<file path="config.mk">
export PLATFORM = sky130hd
export DESIGN_NAME = sorted_priority_queue_top
export DESIGN_NICKNAME = d
export VERILOG_FILES = /design/src/rtl/spq_pkg.sv /design/src/rtl/spq_cell.sv /design/src/rtl/sorted_priority_queue_top.sv
export SDC_FILE = /design/constraint.sdc
export NUM_CORES = 2
export LEC_CHECK = 0
export ABC_AREA = 1
export ABC_CLOCK_PERIOD_IN_PS = 10900
export BUFFER_PORTS_ARGS = -buffer_cell sky130_fd_sc_hd__buf_2
export CAP_MARGIN = 15
export CORE_MARGIN = 3
export CORE_UTILIZATION = 65
export CTS_CLUSTER_SIZE = 12
export DETAILED_ROUTE_END_ITERATION = 8
export PLACE_DENSITY = 0.9
export SETUP_SLACK_MARGIN = 0.15
export SYNTH_ARGS = -nofsm -noshare
export SYNTH_HDL_FRONTEND = slang
export SYNTH_HIERARCHICAL = 1
export SYNTH_SLANG_ARGS = --single-unit
</file>
<file path="constraint.sdc">
create_clock -name clk_i -period 10.9 [get_ports clk_i]
set_clock_uncertainty 0.2 [all_clocks]
set_input_delay 0.545 -clock clk_i [delete_from_list [all_inputs] [get_ports clk_i]]
set_output_delay 0.545 -clock clk_i [all_outputs]
set_load 0.02 [all_outputs]
</file>
<file path="src/rtl/spq_pkg.sv">
// shared types and codes for the sorted priority queue
// no dependencies
package spq_pkg;

  localparam logic FUNC_INSERT = 1'b0;
  localparam logic FUNC_REMOVE = 1'b1;

  // width of the occupancy result field
  localparam int OCC_W = 5;

  typedef enum logic [1:0] {
    ST_DONE  = 2'd0,
    ST_EMPTY = 2'd1,
    ST_FULL  = 2'd2
  } status_e;

  // per-cycle command broadcast to every cell
  typedef struct packed {
    logic ins;
    logic rem;
  } spq_ctrl_t;

endpackage

</file>
<file path="src/rtl/spq_cell.sv">
// one storage cell of the sorted chain: holds a value and its priority
// depends on spq_pkg
module spq_cell #(
  parameter int VALUE_WIDTH    = 32,
  parameter int PRIORITY_WIDTH = 16
) (
  input  logic                      clk_i,
  input  spq_pkg::spq_ctrl_t        ctrl_i,
  input  logic                      occupied_i,
  input  logic [VALUE_WIDTH-1:0]    new_value_i,
  input  logic [PRIORITY_WIDTH-1:0] new_prio_i,
  input  logic [VALUE_WIDTH-1:0]    prev_value_i,
  input  logic [PRIORITY_WIDTH-1:0] prev_prio_i,
  input  logic                      prev_le_i,
  input  logic [VALUE_WIDTH-1:0]    next_value_i,
  input  logic [PRIORITY_WIDTH-1:0] next_prio_i,
  output logic [VALUE_WIDTH-1:0]    value_o,
  output logic [PRIORITY_WIDTH-1:0] prio_o,
  output logic                      le_o
);
  import spq_pkg::*;

  logic [VALUE_WIDTH-1:0]    value_q, value_d;
  logic [PRIORITY_WIDTH-1:0] prio_q, prio_d;
  logic                      greater;

  assign greater = $signed(prio_q) > $signed(new_prio_i);
  // new entry goes behind every held entry with equal or smaller priority
  assign le_o    = occupied_i && !greater;

  always_comb begin
    value_d = value_q;
    prio_d  = prio_q;
    if (ctrl_i.ins && !le_o) begin
      if (prev_le_i) begin
        value_d = new_value_i;
        prio_d  = new_prio_i;
      end else begin
        value_d = prev_value_i;
        prio_d  = prev_prio_i;
      end
    end else if (ctrl_i.rem) begin
      value_d = next_value_i;
      prio_d  = next_prio_i;
    end
  end

  always_ff @(posedge clk_i) begin
    value_q <= value_d;
    prio_q  <= prio_d;
  end

  assign value_o = value_q;
  assign prio_o  = prio_q;

endmodule

</file>
<file path="src/rtl/sorted_priority_queue_top.sv">
// sorted priority queue: chain of spq_cell plus count and result registers
// depends on spq_pkg and spq_cell
//
// Usage: drive func_i, item_value_i and item_priority_i with start high; the
// transaction is taken at a rising edge where start is high and busy is low.
// func_i = insert places the item behind all entries of equal or smaller
// priority number; func_i = remove takes the front entry. busy stays low, so
// a new transaction may be issued every cycle: throughput is one per cycle.
// The result is registered and appears in the cycle after the transaction,
// marked by done_o for exactly one cycle: out_value_o/out_priority_o carry the
// removed entry (zero on insert or failure), status_o flags removal from empty
// or insert into full, occupancy_o gives the entry count after the transaction.
// Every cell compares its priority with the incoming one in parallel and
// shifts toward its neighbor in the same cycle, for any fill level. The
// receiver cannot stall; each result is replaced by the next transaction's.
// Reset clears the entry count, done_o and status_o; cell contents are not
// cleared, cells past the count are never read.
module sorted_priority_queue_top #(
  parameter int QUEUE_DEPTH    = 16,
  parameter int VALUE_WIDTH    = 32,
  parameter int PRIORITY_WIDTH = 16
) (
  input  logic                      clk_i,
  input  logic                      rst_ni,
  input  logic                      start,
  output logic                      busy,
  input  logic                      func_i,
  input  logic [VALUE_WIDTH-1:0]    item_value_i,
  input  logic [PRIORITY_WIDTH-1:0] item_priority_i,
  output logic                      done_o,
  output logic [VALUE_WIDTH-1:0]    out_value_o,
  output logic [PRIORITY_WIDTH-1:0] out_priority_o,
  output logic [1:0]                status_o,
  output logic [spq_pkg::OCC_W-1:0] occupancy_o
);
  import spq_pkg::*;

  localparam int CNT_W = $clog2(QUEUE_DEPTH + 1);

  logic [CNT_W-1:0]          count_q, count_d;
  logic                      accept, full, empty;
  spq_ctrl_t                 ctrl;
  status_e                   status_d;
  logic                      done_q;
  status_e                   status_q;
  logic [VALUE_WIDTH-1:0]    out_value_q, out_value_d;
  logic [PRIORITY_WIDTH-1:0] out_prio_q, out_prio_d;

  logic [VALUE_WIDTH-1:0]    cell_value [QUEUE_DEPTH];
  logic [PRIORITY_WIDTH-1:0] cell_prio  [QUEUE_DEPTH];
  logic [QUEUE_DEPTH-1:0]    cell_le;

  assign busy   = 1'b0;
  assign accept = start && !busy;
  assign full   = count_q == CNT_W'(QUEUE_DEPTH);
  assign empty  = count_q == '0;

  always_comb begin
    ctrl.ins    = accept && (func_i == FUNC_INSERT) && !full;
    ctrl.rem    = accept && (func_i == FUNC_REMOVE) && !empty;
    count_d     = count_q;
    status_d    = ST_DONE;
    out_value_d = '0;
    out_prio_d  = '0;
    if (ctrl.ins) begin
      count_d = count_q + CNT_W'(1);
    end else if (ctrl.rem) begin
      count_d     = count_q - CNT_W'(1);
      out_value_d = cell_value[0];
      out_prio_d  = cell_prio[0];
    end
    if (accept && (func_i == FUNC_INSERT) && full) begin
      status_d = ST_FULL;
    end else if (accept && (func_i == FUNC_REMOVE) && empty) begin
      status_d = ST_EMPTY;
    end
  end

  for (genvar i = 0; i < QUEUE_DEPTH; i++) begin : g_cell
    logic [VALUE_WIDTH-1:0]    prev_value, next_value;
    logic [PRIORITY_WIDTH-1:0] prev_prio, next_prio;
    logic                      prev_le;

    if (i == 0) begin : g_head
      // head cell: nothing in front, so an insert lands here when it is not le
      assign prev_value = item_value_i;
      assign prev_prio  = item_priority_i;
      assign prev_le    = 1'b1;
    end else begin : g_body
      assign prev_value = cell_value[i-1];
      assign prev_prio  = cell_prio[i-1];
      assign prev_le    = cell_le[i-1];
    end

    if (i == QUEUE_DEPTH - 1) begin : g_tail
      assign next_value = '0;
      assign next_prio  = '0;
    end else begin : g_inner
      assign next_value = cell_value[i+1];
      assign next_prio  = cell_prio[i+1];
    end

    spq_cell #(
      .VALUE_WIDTH    (VALUE_WIDTH),
      .PRIORITY_WIDTH (PRIORITY_WIDTH)
    ) u_cell (
      .clk_i        (clk_i),
      .ctrl_i       (ctrl),
      .occupied_i   (count_q > CNT_W'(i)),
      .new_value_i  (item_value_i),
      .new_prio_i   (item_priority_i),
      .prev_value_i (prev_value),
      .prev_prio_i  (prev_prio),
      .prev_le_i    (prev_le),
      .next_value_i (next_value),
      .next_prio_i  (next_prio),
      .value_o      (cell_value[i]),
      .prio_o       (cell_prio[i]),
      .le_o         (cell_le[i])
    );
  end

  always_ff @(posedge clk_i or negedge rst_ni) begin
    if (!rst_ni) begin
      count_q  <= '0;
      done_q   <= 1'b0;
      status_q <= ST_DONE;
    end else begin
      count_q <= count_d;
      done_q  <= accept;
      if (accept) begin
        status_q <= status_d;
      end
    end
  end

  always_ff @(posedge clk_i) begin
    if (accept) begin
      out_value_q <= out_value_d;
      out_prio_q  <= out_prio_d;
    end
  end

  assign done_o         = done_q;
  assign out_value_o    = out_value_q;
  assign out_priority_o = out_prio_q;
  assign status_o       = status_q;
  assign occupancy_o    = OCC_W'(count_q);

endmodule

</file>
==> impl_metrics.yaml <==
layout:
  n_fill_cell: 5336
  area_growth_syn_to_layout_pct: 6.27
  drive_gt1_frac: 0.148
  nets: 6256
timing:
  drv_slew: 0
  fmax_ghz: 0.186
  tightest_slew_ns: 1.22
  relSlewSlack: 0.189
  period_needed_ns: 5.37
  rsz0062_at_grt: "no"
  setup_tns_ns: 0
  setup_violations: 0
  setup_ws_ns: 5.53
  hold_viol_final: 0
  final.period_utilization: 0.493
setup_path:
  endpoint: "g_cell[15].u_cell/prio_o[0]$_DFFE_PP_"
  cp-start-kind: "flop"
  startpoint: "occupancy_o[4]$_DFFE_PN0P_"
  crit_fanout: 49
  end_kind: "flop"
  worstRegToRegCells: 6
  required_ns: 10.82
  ff2ff_setup_slack_ns: 5.53
  r2r-start: "occupancy_o[4]$_DFFE_PN0P_"
  crit_arrival_ns: 5.29
  r2r_end: "g_cell[15].u_cell/prio_o[0]$_DFFE_PP_"
  crit_type: "reg2reg"
cts:
  cts_hold_buf: 2
  cts_setup_buffers: 0
  root_buffer: "clkbuf_16"
  cts_inserted_buffers: 87
  clk_pin_slew_ns: 0.06
  clock_path_buffers: 3
  clock_latency_ns: 0.65
  cts.sinks: 824
  cts.repair.resized: 0
  h-tree-depth: 3
  cts_tree: "built"
drt:
  initialDrtViolationCount: 6179
  dr.pass1.iters: 7
  drt-wirelength-per-cell_um: 18.8
  vias: 43139
  drc_errors: 0
  viasPerCell: 6.11
  ant_nets: 0
  totalWireLength_um: 133000
power:
  power_switching_mw: 6.33
  p_sw_frac: 0.406
  p_int_mw: 9.27
  ir_drop_mv: 0.220
  powerDensity_mw_per_mm2: 278
  p_leak_nw: 25.8
  clock_power_share: 0.181
  combPwrFrac: 0.448
  seqPwrFrac: 0.371
global_routing:
  grt_pass1_vias: 41048
  grt_max_degree: 195
  grt-busiest-layer: "met2"
  grtUsageMet2: 0.478
  antenna_found_initial: 5
  grtUsageTotal: 0.299
  grt_use_met3: 0.0536
  met1_usage: 0.418
  grt_overflow: 0
  grt_pass1_wl_um: 212000
die:
  io_pins: 109
  chipWidth_um: 291
  fp.dieArea_sq_mm: 0.0848
  die_h_um: 291
  core-area_sq_mm: 0.0798
  initial_core_util: 0.662
  rows: 103
synth:
  syn-cell-area_sq_mm: 0.0528
  synth_area_per_cell_sq_um: 8.80
  yosysWarnings: 6
  synth_cells: 6007
placement:
  pre_cts_slack_ns: 5.46
  place.gp.congestion: 0.947
  dp_hpwl_um: 90100
  portBuffers: 107
hold_path:
  holdCritPathClass: "in2async"
flow_run:
  maxCapViolCount: 0
status:
  outcome: "completed"
==> metrics by stage <==
stage          hold slack (ns)   util  cell area (sq um)  total power [mW]  cells
2_1_floorplan           0.0494      -              53000              11.1   6055
3_5_place_dp             0.208  0.669              53300              12.5   6894
6_report                0.0940  0.704              56200              15.6   7057
5_1_grt                 0.0951  0.704              56200              16.5   7057
4_1_cts                 0.0608  0.702              56000              15.4   7047
3_3_place_gp             0.202  0.669              53300              12.1   6894
==> state kept, by name, summed over array words and instances (netlist names) <==
register and flops:
occupancy_o 5, g_cell.u_cell/value_o 512, out_priority_o 16, g_cell.u_cell/prio_o 256
out_value_o 32, done_o 1, status_o 2
==> cells in the final DEF (no fill, tap or decap), types with 7 or more instances in the layout <==
master        n
conb_1       50
nor2_1      370
nand4_1      28
clkbuf_1     23
a21oi_1     335
clkinv_2      7
nand2_2      52
nand3_1     804
buf_2       107
clkbuf_16    90
inv_2        22
inv_1       435
o21ai_0      16
nand2_1    1905
a21o_1       16
nor3_2       10
mux2_2      528
nor3_1       17
clkinv_1     21
edfxtp_1    816
dfrtp_1       8
buf_4        41
ha_1        262
buf_12        9
==> metal layers <==
layer  share of wire  up-vias
li1                -    20072
met1            0.39    19756
met2            0.46     2988
met3            0.13      319
met4           0.025        4
met5         0.00018        -
==> worst max-delay path, cell delays in order, from the launching register on <==
cell and delay (ns):
dfrtp_1 0.65, inv_1 0.19, ha_1 0.25, a21oi_1 0.85
nand2_2 0.80, nand2_2 0.95, nand2_2 0.90
==> power by group through the flow <==
stage	clock network [mW]	logic, mW	registers (mW)
5_1_grt	2.96	7.66	5.89
2_1_floorplan	0	5.51	5.55
3_3_place_gp	0	6.38	5.76
4_1_cts	2.83	6.79	5.77
3_5_place_dp	0	6.64	5.82
6_report	2.82	6.99	5.80
==> cell type report <==
type / count / area, sq um / share of cell area
inverters: 457 / 1720 / 0.0305
diodes: 3 / 7.51 / 0.000134
clock buffers: 116 / 2380 / 0.0424
well taps: 1050 / 1310 / 0.0234
repair buffers: 159 / 1040 / 0.0186
multi-input cells: 4413 / 24700 / 0.440
clock inverters: 35 / 260 / 0.00463
flip-flops and latches: 824 / 24700 / 0.440
==> how the worst min path moves through the flow <==
| stage | startpoint | endpoint | slack [ns] | cells after the start |
|---|---|---|---|---|
| final | rst_ni | occupancy_o[3]$_DFFE_PN0P_ | 0.09 | 2 |
| after global routing | rst_ni | occupancy_o[1]$_DFFE_PN0P_ | 0.1 | 2 |
| after CTS | rst_ni | occupancy_o[1]$_DFFE_PN0P_ | 0.06 | 2 |
| after detailed placement | rst_ni | status_o[1]$_DFFE_PN0P_ | 0.21 | 1 |
| after global placement | rst_ni | status_o[0]$_DFFE_PN0P_ | 0.20 | 1 |
| after floorplan | rst_ni | done_o$_DFF_PN0_ | 0.05 | 0 |
(Power assumes the default switching activity.)
